<file path="config.mk">
export PLATFORM = sky130hd
export DESIGN_NAME = btwg_queue
export DESIGN_NICKNAME = d
export VERILOG_FILES = /design/src/hdl/btwg_pkg.sv /design/src/hdl/btwg_queue.sv
export SDC_FILE = /design/constraint.sdc
export NUM_CORES = 1
export LEC_CHECK = 0
export BUFFER_PORTS_ARGS = -buffer_cell sky130_fd_sc_hd__buf_2
export CORE_MARGIN = 2
export CORE_UTILIZATION = 45
export CTS_CLUSTER_DIAMETER = 80
export DETAILED_ROUTE_END_ITERATION = 10
export GPL_TIMING_DRIVEN = 1
export PLACE_DENSITY = 0.72
export RECOVER_POWER = 50
export SKIP_LAST_GASP = 1
export SLEW_MARGIN = 15
export SYNTH_ARGS = -nofsm -noshare
export SYNTH_HDL_FRONTEND = slang
export SYNTH_SLANG_ARGS = --single-unit
</file>
<file path="constraint.sdc">
create_clock -name clk_i -period 7.6 [get_ports clk_i]
set_clock_uncertainty 0.05 [all_clocks]
set_input_delay 1.14 -clock clk_i [delete_from_list [all_inputs] [get_ports clk_i]]
set_output_delay 1.14 -clock clk_i [all_outputs]
set_load 0.02 [all_outputs]
</file>
<file path="src/hdl/btwg_pkg.sv">
package btwg_pkg;

  localparam int MAX_AXIS         = 4096;
  localparam int COORD_FRAC_BITS  = 8;
  localparam int WEIGHT_FRAC_BITS = 14;

  localparam int COORD_W = 21;
  localparam int SIZE_W  = 13;
  localparam int IDX_W   = 12;
  localparam int WGT_W   = 16;
  localparam int COEFF_W = 15;
  localparam int LANES   = 4;

  localparam int FLOOR_W    = COORD_W - COORD_FRAC_BITS;
  localparam int IDX_CALC_W = FLOOR_W + 1;
  localparam int DIST_W     = COORD_FRAC_BITS + 2;
  localparam int P_W        = WEIGHT_FRAC_BITS + 10;
  localparam int PROD_W     = P_W + DIST_W + 1;

  localparam int ONE_C      = 1 << COORD_FRAC_BITS;
  localparam int ONE_W      = 1 << WEIGHT_FRAC_BITS;
  localparam int ROUND_HALF = 1 << (COORD_FRAC_BITS - 1);
  localparam int WGT_MAX    = (1 << (WGT_W - 1)) - 1;
  localparam int WGT_MIN    = -(1 << (WGT_W - 1));

  localparam int QUEUE_DEPTH = 2;
  localparam int QPTR_W      = $clog2(QUEUE_DEPTH);
  localparam int QCNT_W      = $clog2(QUEUE_DEPTH + 1);

  localparam int APB_ADDR_W = 3;
  localparam int APB_DATA_W = 32;
  localparam int REG_IDX_W  = APB_ADDR_W - 2;
  localparam logic [REG_IDX_W-1:0] REG_KERNEL_A = REG_IDX_W'(0);
  localparam int COEFF_RESET = -8192;

  typedef logic signed [COEFF_W-1:0] coeff_t;
  typedef logic signed [P_W-1:0] poly_t;

  typedef enum logic [1:0] {
    CLS_INNER,
    CLS_OUTER,
    CLS_ZERO
  } dist_cls_e;

  typedef struct packed {
    logic signed [COORD_W-1:0] source_coord;
    logic [SIZE_W-1:0]         axis_size;
  } in_item_t;

  typedef struct packed {
    logic [IDX_W-1:0]        tap_index0;
    logic [IDX_W-1:0]        tap_index1;
    logic [IDX_W-1:0]        tap_index2;
    logic [IDX_W-1:0]        tap_index3;
    logic signed [WGT_W-1:0] tap_weight0;
    logic signed [WGT_W-1:0] tap_weight1;
    logic signed [WGT_W-1:0] tap_weight2;
    logic signed [WGT_W-1:0] tap_weight3;
  } out_item_t;

  typedef struct packed {
    logic [IDX_W-1:0]  idx;
    logic [DIST_W-1:0] span;
    dist_cls_e         cls;
  } lane_t;

  typedef struct packed {
    lane_t [LANES-1:0] lane;
  } q_entry_t;

  // p*x with x holding COORD_FRAC_BITS fraction bits, round half up
  function automatic poly_t mul_round(poly_t p, logic [DIST_W-1:0] x);
    logic signed [PROD_W-1:0] prod;
    prod = PROD_W'(p) * $signed({1'b0, x});
    prod = prod + PROD_W'(ROUND_HALF);
    return P_W'(prod >>> COORD_FRAC_BITS);
  endfunction

  function automatic logic signed [WGT_W-1:0] sat_wgt(poly_t p);
    if (p > P_W'(WGT_MAX)) begin
      return WGT_W'(WGT_MAX);
    end else if (p < P_W'(WGT_MIN)) begin
      return WGT_W'(WGT_MIN);
    end
    return WGT_W'(p);
  endfunction

endpackage

</file>
<file path="src/hdl/btwg_queue.sv">
module btwg_queue (
  input  logic               clk_i,
  input  logic               rst_ni,
  input  logic               push_i,
  input  btwg_pkg::q_entry_t entry_i,
  input  logic               pop_i,
  output logic               full_o,
  output logic               head_valid_o,
  output btwg_pkg::q_entry_t head_o
);
  import btwg_pkg::*;

  q_entry_t            mem_q [QUEUE_DEPTH];
  logic [QPTR_W-1:0]   wr_ptr_q, wr_ptr_d;
  logic [QPTR_W-1:0]   rd_ptr_q, rd_ptr_d;
  logic [QCNT_W-1:0]   cnt_q, cnt_d;
  logic                do_pop;

  assign full_o       = cnt_q == QCNT_W'(QUEUE_DEPTH);
  assign head_valid_o = cnt_q != '0;
  assign head_o       = mem_q[rd_ptr_q];
  assign do_pop       = pop_i && head_valid_o;

  always_comb begin
    wr_ptr_d = push_i ? wr_ptr_q + QPTR_W'(1) : wr_ptr_q;
    rd_ptr_d = do_pop ? rd_ptr_q + QPTR_W'(1) : rd_ptr_q;
    cnt_d    = cnt_q;
    if (push_i && !do_pop) begin
      cnt_d = cnt_q + QCNT_W'(1);
    end else if (!push_i && do_pop) begin
      cnt_d = cnt_q - QCNT_W'(1);
    end
  end

  always_ff @(posedge clk_i or negedge rst_ni) begin
    if (!rst_ni) begin
      wr_ptr_q <= '0;
      rd_ptr_q <= '0;
      cnt_q    <= '0;
    end else begin
      wr_ptr_q <= wr_ptr_d;
      rd_ptr_q <= rd_ptr_d;
      cnt_q    <= cnt_d;
    end
  end

  always_ff @(posedge clk_i) begin
    if (push_i) begin
      mem_q[wr_ptr_q] <= entry_i;
    end
  end

endmodule

</file>
# [After elaboration in Yosys (flattened, before gate mapping)]
# Memory sizes are Yosys's and may differ from the RTL's.
# Cells that the tools add are included.
[totals] ram_bits=192 wordCells=20 output_inout_bits=98 inputBits=100 regBits=4 memories=1
[op_classes] n_eq_ne=1 addsub=4 muxes=4 reduce_logical=7
[memory_table] name="mem_q" words=2 word_bits=96 rd=1 rd_clocked_by_memory_dff=0 write_ports=1 line="btwg_queue.sv:13" source="q_entry_t mem_q [QUEUE_DEPTH];"
[op_table] operator="$mux 2" count=2
[op_table] operator="$reduce_bool 2->1" count=2
[op_table] operator="$logic_and 1x1->1" count=3
[op_table] operator="$add 1x1->1 const B" count=2
[op_table] operator="$add 2x1->2 const B" count=1
[op_table] operator="$eq 2x2->1 const B" count=1
[op_table] operator="$logic_not 1->1" count=2
[op_table] operator="$mux 1" count=2
[op_table] operator="$sub 2x1->2 const B" count=1

# [Longest topological paths before layout]
[logic_depth] word_depth=5 depth_mapped=6 ltp_nobuf=6

# [Least setup slack after synthesis]
# OpenSTA, ideal clock, no wires.
[synth_path] path_type="input port to flip-flop" startpoint="input push_i" endpoint="memory mem_q[0][0] in the netlist's numbering, enable pin" setup_time_ns=0.563 setup_slack_ns=1.666 cell_stages=1 t_arrival_ns=5.321 required_ns=6.987 n_path_buf=0 path_cell_list="nor2b_1"
[synth_via] elab_chain_cells=2
[synth_rtl] item="from (decl)" line="btwg_queue.sv:4" source="input logic push_i,"
[synth_rtl] item="$mux 1" line="btwg_queue.sv:48" source="if (push_i) begin"
[synth_rtl] item="$mux 1 (implied by the code)" line="btwg_queue.sv:49" source="mem_q[wr_ptr_q] <= entry_i;"
[synth_rtl] item="to (decl)" line="btwg_queue.sv:13"
# Every way passes these cells.

# [Final worst setup path]
[layout_path] startpoint="input push_i" endpoint="memory mem_q[1][66] in the netlist's numbering, enable pin"
# Same word-level chain as after synthesis.

==> results.txt <==
outcome: finished with violations
violated checks: capacitance limit, slew limit
pre-CTS setup slack: 4.14 ns
Hold Path Origin: wr_ptr_q
Yosys top cell area share: 79.7%
CTS max path bufs: 2
dpl hpwl: 8580 um
post-CTS sizing: 0
Netlist cell types: 14
Cells after Synth: 315
CP max-delay cell: and2_0
R2R setup slack: 3.84 ns
largest net degree at the start of global routing: 66
CTS root buf: clkbuf_16
critical path launch point type: input port
crit path max fanout: 54
synth top area cells: edfxtp_1 80%, mux2_2 10%, mux2_4 6.2%
DIE AREA: 0.0171 mm^2
synthesis-to-finish area growth: 23.9%
Via Count: 3,594
final worst slack: 3.31 ns
max_cap viols: 2
Req. time, crit path: 7.61 ns
Hold Path End: wr_ptr_q
Global Route Usage Sum: 15.3%
area of the multi-input gates: 0.00128 mm^2
clock latency on the worst-skew pair: 0.42 ns
critical setup path kind: input port to flip-flop
Clock Sinks: 196
final wirelength: 13,000 um
Tightest Hold Check Type: flip-flop to flip-flop
vias per inst: 4.77
DRT Pass-1 Iters: 4
RSZ-0062 raised after global routing: false
Avg WL per Cell: 17.2 um
Placer Congestion: 0.769
yosys warns: 0
final non-filler cell total: 753
FF-to-FF Start: wr_ptr_q
Worst Max-Slew Pin Slew: 2.82 ns
Inst Count DP: 721
CTS tree: built
CTS buffer count: 17
R2R Path End: mem_q[1][66]
clock slew at reported path FFs: 0.07 ns
Worst EP arrival: 4.30 ns
final worst-path cycle share: 56.5%
core area: 0.0158 mm^2
Slew HR: -87.9%
CP max stage delay: 2.08 ns
num ports: 198
die height: 131 um
# diodes: 0
Starting Density: 45.9%
vias in the first global route: 3,783
crit end category: flip-flop
Pleak: 3.32 nW
H-tree depth: 4
number of remaining DRC errors: 0
Power Density: 396 mW/mm^2
crit-path cells: clkbuf_1 -> and2_0 -> buf_4
WHS Path Cells: 1
first-pass GRT wire length: 19,000 um
cts hold-fix bufs: 0
grt ovf: 0
endpoints failing setup: 0
share of cells above drive strength 1: 50.1%
initial DRC count: 183
chip width: 131 um
FF+latch area: 0.00587 mm^2
row count: 46
Port Buffers: 197
Final Hold Vio Count: 0
fmax: 0.233 GHz
syn_nets: 416
FF-to-FF path depth: 2
Final TNS setup: 0 ns
Final ANT Viol Nets: 0
worst vdd ir: 0.201 mV
#FFs+latches synth: 196
Tmin final: 4.29 ns
Avg Inst Size Synth: 23.0 um^2
Synth area leader: edfxtp_1
total setup buffers inserted after CTS: 0
count of nets after finishing: 625
Final Max Slew Viols: 87
initial antenna violation count: 2
Fillers: 1,278
Post-Synthesis Cell Area: 0.00723 mm^2
post-synthesis sequential area ratio: 81.1%
cell usage after synthesis:
cell	instances
xnor2_1	2
ha_1	1
nand2_1	1
nor2b_1	2
mux2_2	66
mux2_4	30
edfxtp_1	192
nor2_1	1
or2_2	1
xor2_1	3
buf_2	6
dfrtp_1	4
buf_6	5
and2_1	1
worst max-delay path by stage:
stage / startpoint / end / slack [ns]
floorplan: push_i / mem_q[0][0] / 1.67
global placement: rd_ptr_q / head_o[28] / 4.15
detailed placement: rd_ptr_q / head_o[28] / 4.14
CTS: rd_ptr_q / head_o[28] / 3.67
global route: push_i / mem_q[1][86] / 2.86
finish: push_i / mem_q[1][66] / 3.31
power breakdown:
group,switching [mW],internal [mW]
Clock,0.390,0.522
Combinational,0.645,0.457
Sequential,0.0893,1.44
cell families after synthesis:
group	Yosys count	synth area share, %
buffers and inverters	11	1.19
AND/OR/NAND/NOR	6	0.450
multiplexers	96	16.5
flip-flops	196	81.1
adder cells (fa/ha/maj)	1	0.173
XOR/XNOR	5	0.605
layout by cell type, fill, tap and decap left out:
master / synthesis / routed
clkinv_2: 0 / 3
mux2_2: 66 / 66
inv_6: 0 / 5
buf_1: 0 / 1
clkinv_1: 0 / 2
ha_1: 1 / 1
nand2_1: 1 / 1
edfxtp_1: 192 / 192
and2_0: 0 / 1
or2_2: 1 / 1
inv_8: 0 / 1
mux2_4: 30 / 30
buf_2: 6 / 138
xnor2_1: 2 / 2
dfrtp_1: 4 / 3
dfrtp_4: 0 / 1
nor2_1: 1 / 1
buf_4: 0 / 3
clkinv_4: 0 / 1
bufinv_16: 0 / 3
clkbuf_1: 0 / 59
nor2b_1: 2 / 2
clkbuf_16: 0 / 17
xor2_1: 3 / 3
sequential cells by signal, indices dropped and copies added (netlist names):
register / cells
wr_ptr_q: 1
cnt_q: 2
mem_q: 192
rd_ptr_q: 1
through the flow:
step / hold slack (ns) / area, um^2 / utilization [%] / power, mW
final: 0.446 / 8960 / 56.8 / 3.55
after CTS: 0.441 / 9050 / 57.4 / 3.59
after global placement: 0.413 / 8450 / 53.6 / 2.66
after detailed placement: 0.421 / 8450 / 53.6 / 2.68
after global routing: 0.472 / 8960 / 56.8 / 3.71
after floorplan: 0.397 / 7230 / - / 2.36
worst max-delay path: cells and delay by family:
kind                   cells  cell delay [ns]
buffers and inverters      2             1.03
AND/OR/NAND/NOR            1             2.08
metal layers:
metal | wire length, um | global-route usage, %
met2 | 6440 | 25.4
met1 | 5160 | 17.2
met4 | 138 | 5.32
met5 | 24 | 0
met3 | 1200 | 7.57
area by class of cell:
class	instances	share of cell area, %
Clock buffer	17	4.75
Clock inverter	15	1.97
Multi-Input combinational cell	108	14.3
Sequential cell	196	65.5
Tap cell	216	3.02
Timing Repair Buffer	201	10.5
Power figures use the tool's default switching activity.
