<file path="config.mk">
export PLATFORM = sky130hd
export DESIGN_NAME = btwg_front
export DESIGN_NICKNAME = d
export VERILOG_FILES = /design/src/hdl/btwg_pkg.sv /design/src/hdl/btwg_front.sv
export SDC_FILE = /design/constraint.sdc
export NUM_CORES = 1
export LEC_CHECK = 0
export BUFFER_PORTS_ARGS = -buffer_cell sky130_fd_sc_hd__buf_2
export CORE_ASPECT_RATIO = 0.6
export CORE_UTILIZATION = 55
export DETAILED_ROUTE_END_ITERATION = 7
export PLACE_DENSITY = 0.87
export SLEW_MARGIN = 5
export SYNTH_ARGS = -nofsm -noshare
export SYNTH_HDL_FRONTEND = slang
export SYNTH_SLANG_ARGS = --single-unit
</file>
<file path="constraint.sdc">
create_clock -name vclk -period 12.3
set_input_delay 1.23 -clock vclk [all_inputs]
set_output_delay 1.23 -clock vclk [all_outputs]
set_load 0.005 [all_outputs]
</file>
<file path="src/hdl/btwg_pkg.sv">
package btwg_pkg;

  localparam int MAX_AXIS         = 4096;
  localparam int COORD_FRAC_BITS  = 8;
  localparam int WEIGHT_FRAC_BITS = 14;

  localparam int COORD_W = 21;
  localparam int SIZE_W  = 13;
  localparam int IDX_W   = 12;
  localparam int WGT_W   = 16;
  localparam int COEFF_W = 15;
  localparam int LANES   = 4;

  localparam int FLOOR_W    = COORD_W - COORD_FRAC_BITS;
  localparam int IDX_CALC_W = FLOOR_W + 1;
  localparam int DIST_W     = COORD_FRAC_BITS + 2;
  localparam int P_W        = WEIGHT_FRAC_BITS + 10;
  localparam int PROD_W     = P_W + DIST_W + 1;

  localparam int ONE_C      = 1 << COORD_FRAC_BITS;
  localparam int ONE_W      = 1 << WEIGHT_FRAC_BITS;
  localparam int ROUND_HALF = 1 << (COORD_FRAC_BITS - 1);
  localparam int WGT_MAX    = (1 << (WGT_W - 1)) - 1;
  localparam int WGT_MIN    = -(1 << (WGT_W - 1));

  localparam int QUEUE_DEPTH = 2;
  localparam int QPTR_W      = $clog2(QUEUE_DEPTH);
  localparam int QCNT_W      = $clog2(QUEUE_DEPTH + 1);

  localparam int APB_ADDR_W = 3;
  localparam int APB_DATA_W = 32;
  localparam int REG_IDX_W  = APB_ADDR_W - 2;
  localparam logic [REG_IDX_W-1:0] REG_KERNEL_A = REG_IDX_W'(0);
  localparam int COEFF_RESET = -8192;

  typedef logic signed [COEFF_W-1:0] coeff_t;
  typedef logic signed [P_W-1:0] poly_t;

  typedef enum logic [1:0] {
    CLS_INNER,
    CLS_OUTER,
    CLS_ZERO
  } dist_cls_e;

  typedef struct packed {
    logic signed [COORD_W-1:0] source_coord;
    logic [SIZE_W-1:0]         axis_size;
  } in_item_t;

  typedef struct packed {
    logic [IDX_W-1:0]        tap_index0;
    logic [IDX_W-1:0]        tap_index1;
    logic [IDX_W-1:0]        tap_index2;
    logic [IDX_W-1:0]        tap_index3;
    logic signed [WGT_W-1:0] tap_weight0;
    logic signed [WGT_W-1:0] tap_weight1;
    logic signed [WGT_W-1:0] tap_weight2;
    logic signed [WGT_W-1:0] tap_weight3;
  } out_item_t;

  typedef struct packed {
    logic [IDX_W-1:0]  idx;
    logic [DIST_W-1:0] span;
    dist_cls_e         cls;
  } lane_t;

  typedef struct packed {
    lane_t [LANES-1:0] lane;
  } q_entry_t;

  // p*x with x holding COORD_FRAC_BITS fraction bits, round half up
  function automatic poly_t mul_round(poly_t p, logic [DIST_W-1:0] x);
    logic signed [PROD_W-1:0] prod;
    prod = PROD_W'(p) * $signed({1'b0, x});
    prod = prod + PROD_W'(ROUND_HALF);
    return P_W'(prod >>> COORD_FRAC_BITS);
  endfunction

  function automatic logic signed [WGT_W-1:0] sat_wgt(poly_t p);
    if (p > P_W'(WGT_MAX)) begin
      return WGT_W'(WGT_MAX);
    end else if (p < P_W'(WGT_MIN)) begin
      return WGT_W'(WGT_MIN);
    end
    return WGT_W'(p);
  endfunction

endpackage

</file>
<file path="src/hdl/btwg_front.sv">
module btwg_front (
  input  logic               start_valid_i,
  input  logic               full_i,
  input  btwg_pkg::in_item_t src_i,
  output logic               push_o,
  output btwg_pkg::q_entry_t entry_o
);
  import btwg_pkg::*;

  logic signed [FLOOR_W-1:0]    floor_v;
  logic [COORD_FRAC_BITS-1:0]   frac_v;
  logic signed [IDX_CALC_W-1:0] size_m1;
  logic signed [IDX_CALC_W-1:0] tap_pos [LANES];
  logic [DIST_W-1:0]            lane_span [LANES];

  assign push_o  = start_valid_i && !full_i;
  assign floor_v = FLOOR_W'(src_i.source_coord >>> COORD_FRAC_BITS);
  assign frac_v  = src_i.source_coord[COORD_FRAC_BITS-1:0];

  always_comb begin
    if (src_i.axis_size == '0) begin
      size_m1 = '0;
    end else if (src_i.axis_size > SIZE_W'(MAX_AXIS)) begin
      size_m1 = IDX_CALC_W'(MAX_AXIS - 1);
    end else begin
      size_m1 = IDX_CALC_W'(src_i.axis_size) - IDX_CALC_W'(1);
    end
  end

  always_comb begin
    lane_span[0] = DIST_W'(ONE_C) + DIST_W'(frac_v);
    lane_span[1] = DIST_W'(frac_v);
    lane_span[2] = DIST_W'(ONE_C) - DIST_W'(frac_v);
    lane_span[3] = DIST_W'(2 * ONE_C) - DIST_W'(frac_v);
    for (int k = 0; k < LANES; k++) begin
      tap_pos[k] = IDX_CALC_W'(floor_v) + IDX_CALC_W'(k - 1);
      if (tap_pos[k] < 0) begin
        entry_o.lane[k].idx = '0;
      end else if (tap_pos[k] > size_m1) begin
        entry_o.lane[k].idx = IDX_W'(size_m1);
      end else begin
        entry_o.lane[k].idx = IDX_W'(tap_pos[k]);
      end
      entry_o.lane[k].span = lane_span[k];
      if (lane_span[k] <= DIST_W'(ONE_C)) begin
        entry_o.lane[k].cls = CLS_INNER;
      end else if (lane_span[k] <= DIST_W'(2 * ONE_C)) begin
        entry_o.lane[k].cls = CLS_OUTER;
      end else begin
        entry_o.lane[k].cls = CLS_ZERO;
      end
    end
  end

endmodule

</file>
# --- After elaboration in Yosys (flattened, before gate mapping) ---
# Index checks and enable logic that the tools add are counted.
# Widths: inputs -> output; s select.
word_totals:
  input_bits: 36
  out_inout_bits: 97
  register_bits: 0
  wordCells: 41
op_classes:
  n_reduce_logical: 3
  n_lt_le_gt_ge: 15
  mux: 16
  n_addsub: 7
op_table:
  columns: ["operator", "count"]
  rows:
  - ["$mux 12", 8]
  - ["$gt 14x14->1", 3]
  - ["$lt 14x1->1 const B", 3]
  - ["$le 10x10->1 const B", 3]
  - ["$le 10x9->1 const B", 3]
  - ["$mux 14", 2]
  - ["$add 13x1->14 const B", 1]
  - ["$add 13x2->14 const B", 1]
  - ["$add 13x3->14 const B", 1]
  - ["$gt 13x14->1", 1]
  - ["$sub 13x1->14 const B", 1]
  - ["$gt 13x13->1 const B", 1]
  - ["$logic_not 13->1", 1]
  - ["$lt 13x1->1 const B", 1]
  - ["$mux 2", 6]
  - ["$add 9x8->10 const A", 1]
  - ["$sub 10x8->10 const A", 1]
  - ["$sub 9x8->10 const A", 1]
  - ["$logic_and 1x1->1", 1]
  - ["$logic_not 1->1", 1]

# --- Depth between registers and ports, before layout ---
depth:
  ltp_word: 6
  ltp_mapped: 16
  depth_no_buf: 13

# --- Least setup slack after synthesis ---
# No wires, ideal clock.
synth_path:
  kind: "input-to-output"
  start: "input port src_i[23] (netlist bit)"
  end: "output port entry_o[21] (netlist bit)"
  slack_ns: 6.396
  n_path_buf: 4
  arrival_time_ns: 4.674
  required_time_ns: 11.070
  stages: 15
  path_cell_list: "clkbuf_1 -> inv_1 -> ha_1 -> a21boi_1 -> nand3_1 -> o31ai_1 -> clkbuf_1 -> clkbuf_1 -> ha_1 -> nand4_1 -> or4_1 -> o211ai_1 -> buf_2 -> nand2_1 -> a211oi_1"
synth_rtl:
  columns: ["item", "line", "rtl"]
  rows:
  - ["start, declared", "btwg_front.sv:4", "input btwg_pkg::in_item_t src_i,"]
  - ["end, declared", "btwg_front.sv:6", "output btwg_pkg::q_entry_t entry_o"]

==> reports/qor_table.md <==
| Step | Metric | Reported |
| --- | --- | --- |
| run status | Run status | finished, final reports clean |
| layout | Ant. Diodes | 0 |
| drt | Aggregate routed wire length | 12.8 mm |
| drt | WL per Instance | 19.2 um |
| layout | Area of all sequential standard cells | 0 um2 |
| logic synthesis | Number of warnings printed during yosys synthesis | 0 |
| sta | Shortest clock period the worst path allows after layout | 7.03 ns |
| setup path | Data arrival time of the worst path | 5.80 ns |
| sta | Setup slack after layout | 5.27 ns |
| logic synthesis | Seq/Total Area, Yosys | 0% |
| sta | Relative slew slack | 19.4% |
| layout | Post-layout instance area | 0.00406 mm2 |
| pwr | Max rail drop VDD | 18.5 uV |
| placement | GP Congestion | 1.01 |
| layout | Final Instance Count excl. Fillers | 665 |
| sta | Tcrit/Tclk final | 57.1% |
| logic synthesis | Gate count of the mapped netlist | 512 |
| layout | Layout cells sized above 1 | 24.3% |
| drt | Antenna Nets Post-Route | 0 |
| grt | All-layer global routing usage | 36.1% |
| setup path | Startpoint Class | primary input |
| setup path | Worst setup path class | primary input to primary output |
| sta | Setup repair after global routing missed its margin | no |
| layout | Filler Cells Inserted | 568 |
| setup path | Standard cell with the maximum stage delay on the critical path | a221oi_2 |
| grt | Number of antenna violations at the first check in global routing | 0 |
| job | Max-cap viol count | 0 |
| sta | Setup_tns | 0 ns |
| floorplanning | Floorplan row count | 22 |
| clock network | Hold_buf cts | 0 |
| layout | Area Growth Syn to Fin | 10.9% |
| drt | Vias after detailed routing | 4433 |
| pwr | Final Total Pwr | 0.157 mW |
| sta | Final hold vios | 0 |
| clock network | Post-cts sizing count | 0 |
| logic synthesis | Mapped Avg Cell Area | 7.16 um2 |
| sta | Count of final setup violators | 0 |
| floorplanning | Total core area | 0.00628 mm2 |
| clock network | Post-CTS setup buffer count | 0 |
| floorplanning | Die area | 0.00700 mm2 |
| setup path | Critical Path RT | 11.07 ns |
| setup path | Critical path cell sequence | buf_2 -> inv_1 -> ha_1 -> nor4b_4 -> and3_1 -> a22oi_1 -> a21oi_1 -> ha_1 -> a21o_1 -> a21o_1 -> a221o_1 -> a221oi_2 -> nor2_1 -> a211oi_1 -> buf_2 |
| hold path | Tightest Hold Check Type | primary input to primary output |
| grt | Largest net degree at the start of global routing | 21 |
| grt | First-pass GRT wire length | 20.1 mm |
| drt | Number of iterations in the first detailed-routing pass | 5 |
| layout | Post-layout util | 64.7% |
| placement | Placed cell areas | 0.00406 mm2 |
| floorplanning | Horizontal die dimension | 107 um |
| placement | Worst setup slack after placement | 5.46 ns |
| setup path | Delay of the slowest critical-path stage | 0.82 ns |
| floorplanning | Effective utilization at floorplan | 58.4% |
| grt | Via count of the first global-routing pass | 4017 |
| drt | DRC violation total after the first TritonRoute iteration | 391 |
| layout | Number of nets in the final layout | 681 |
| setup path | Maximum fanout along the worst path | 15 |
| logic synthesis | Count of distinct cell types in the synthesized netlist | 56 |
| drt | DRC viols | 0 |
| layout | Multi-input logic area | 0.00325 mm2 |
| sta | Actual slew at the worst max-slew pin | 1.20 ns |
| placement | Detailed placement HPWL | 9.84 mm |
| placement | Buffers on Ports | 124 |
| setup path | Category of the worst setup path capture point | primary output |
| sta | Number of slew-limit violations in the final report | 0 |
| floorplanning | Die H | 65.2 um |
| grt | GRT overflow | 0 |
| drt | Average vias per placed instance | 6.67 |
| sta | Worst Hold Margin | 2.68 ns |
| logic synthesis | Post-synthesis cell area | 0.00366 mm2 |
| layout | Leading cell types in the layout, fill and taps excluded | buf_2, ha_1, a21oi_1 |
| layout | Commonest non-fill, non-tap cell in the layout | buf_2 |
| placement | Cell Count Post-Placement | 665 |
| pwr | Cell Pwr Density | 38.5 mW/mm2 |
| pwr | Leakage power | 1.96 nW |
| sta | Maximum clock frequency | 142 MHz |
| layout | Sequential cells | 0 |
| floorplanning | Ports | 133 |
| layout | Clock buffer cells | 0 |
-- worst max-delay path: cells and delay by family --
kind,cells,cell delay [ns]
AOI/OAI and AO/OA,7,2.70
adders and majority gates,2,0.55
buffers and inverters,3,0.35
and+or+nand+nor,3,0.96
-- worst paths after layout --
check	from	endpoint	slack (ns)	cells past startpoint
worst min-delay path	src_i[19]	entry_o[8]	2.68	2
worst max-delay path	src_i[0]	entry_o[37]	5.27	15
-- cells by family (layout without fill, tap and decap cells) --
family	Yosys count	count (layout)	share of synthesized area (%)
other	2	9	0.205
AOI/OAI and AO/OA	147	147	28.3
adders and majority gates	63	63	21.4
and+or+nand+nor	174	174	27.4
buffers and inverters	83	145	12.4
xor gates and xnor gates	43	43	10.3
-- metal layers --
| metal | GRT usage (%) | routed length (um) |
|---|---|---|
| met3 | 9.52 | 1820 |
| met2 | 54.8 | 5150 |
| met1 | 49.4 | 5520 |
| met5 | 0 | 0 |
| met4 | 11.5 | 299 |
-- power breakdown --
| group | internal (mW) | switching, mW |
|---|---|---|
| Sequential | 0 | 0 |
| Clock | 0 | 0 |
| Combinational | 0.0613 | 0.0952 |
| Total | 0.0613 | 0.0952 |
-- Yosys cell counts (all sizes together) (7+ instances only) --
| cell | number | area (um2) |
|---|---|---|
| nand2 | 30 | 113 |
| nand4b | 11 | 96.3 |
| o31ai | 21 | 158 |
| xnor2 | 23 | 201 |
| nor2 | 25 | 93.8 |
| clkbuf | 17 | 63.8 |
| inv | 18 | 67.6 |
| nand3 | 19 | 100 |
| a21o | 15 | 113 |
| a211oi | 15 | 113 |
| o21ai | 10 | 50.1 |
| or4 | 9 | 67.6 |
| ha | 62 | 776 |
| o211ai | 7 | 57.6 |
| nand4 | 19 | 119 |
| a21oi | 44 | 224 |
| xor2 | 20 | 175 |
| nor3 | 23 | 120 |
| and3 | 7 | 43.8 |
| buf | 48 | 323 |
| or3 | 7 | 43.8 |
-- cell type report --
class | count | area share (%)
inverters | 18 | 1.66
multi-input cells | 436 | 79.9
well taps | 84 | 2.59
repair buffers | 127 | 15.8
Power figures use the tool's default switching activity.
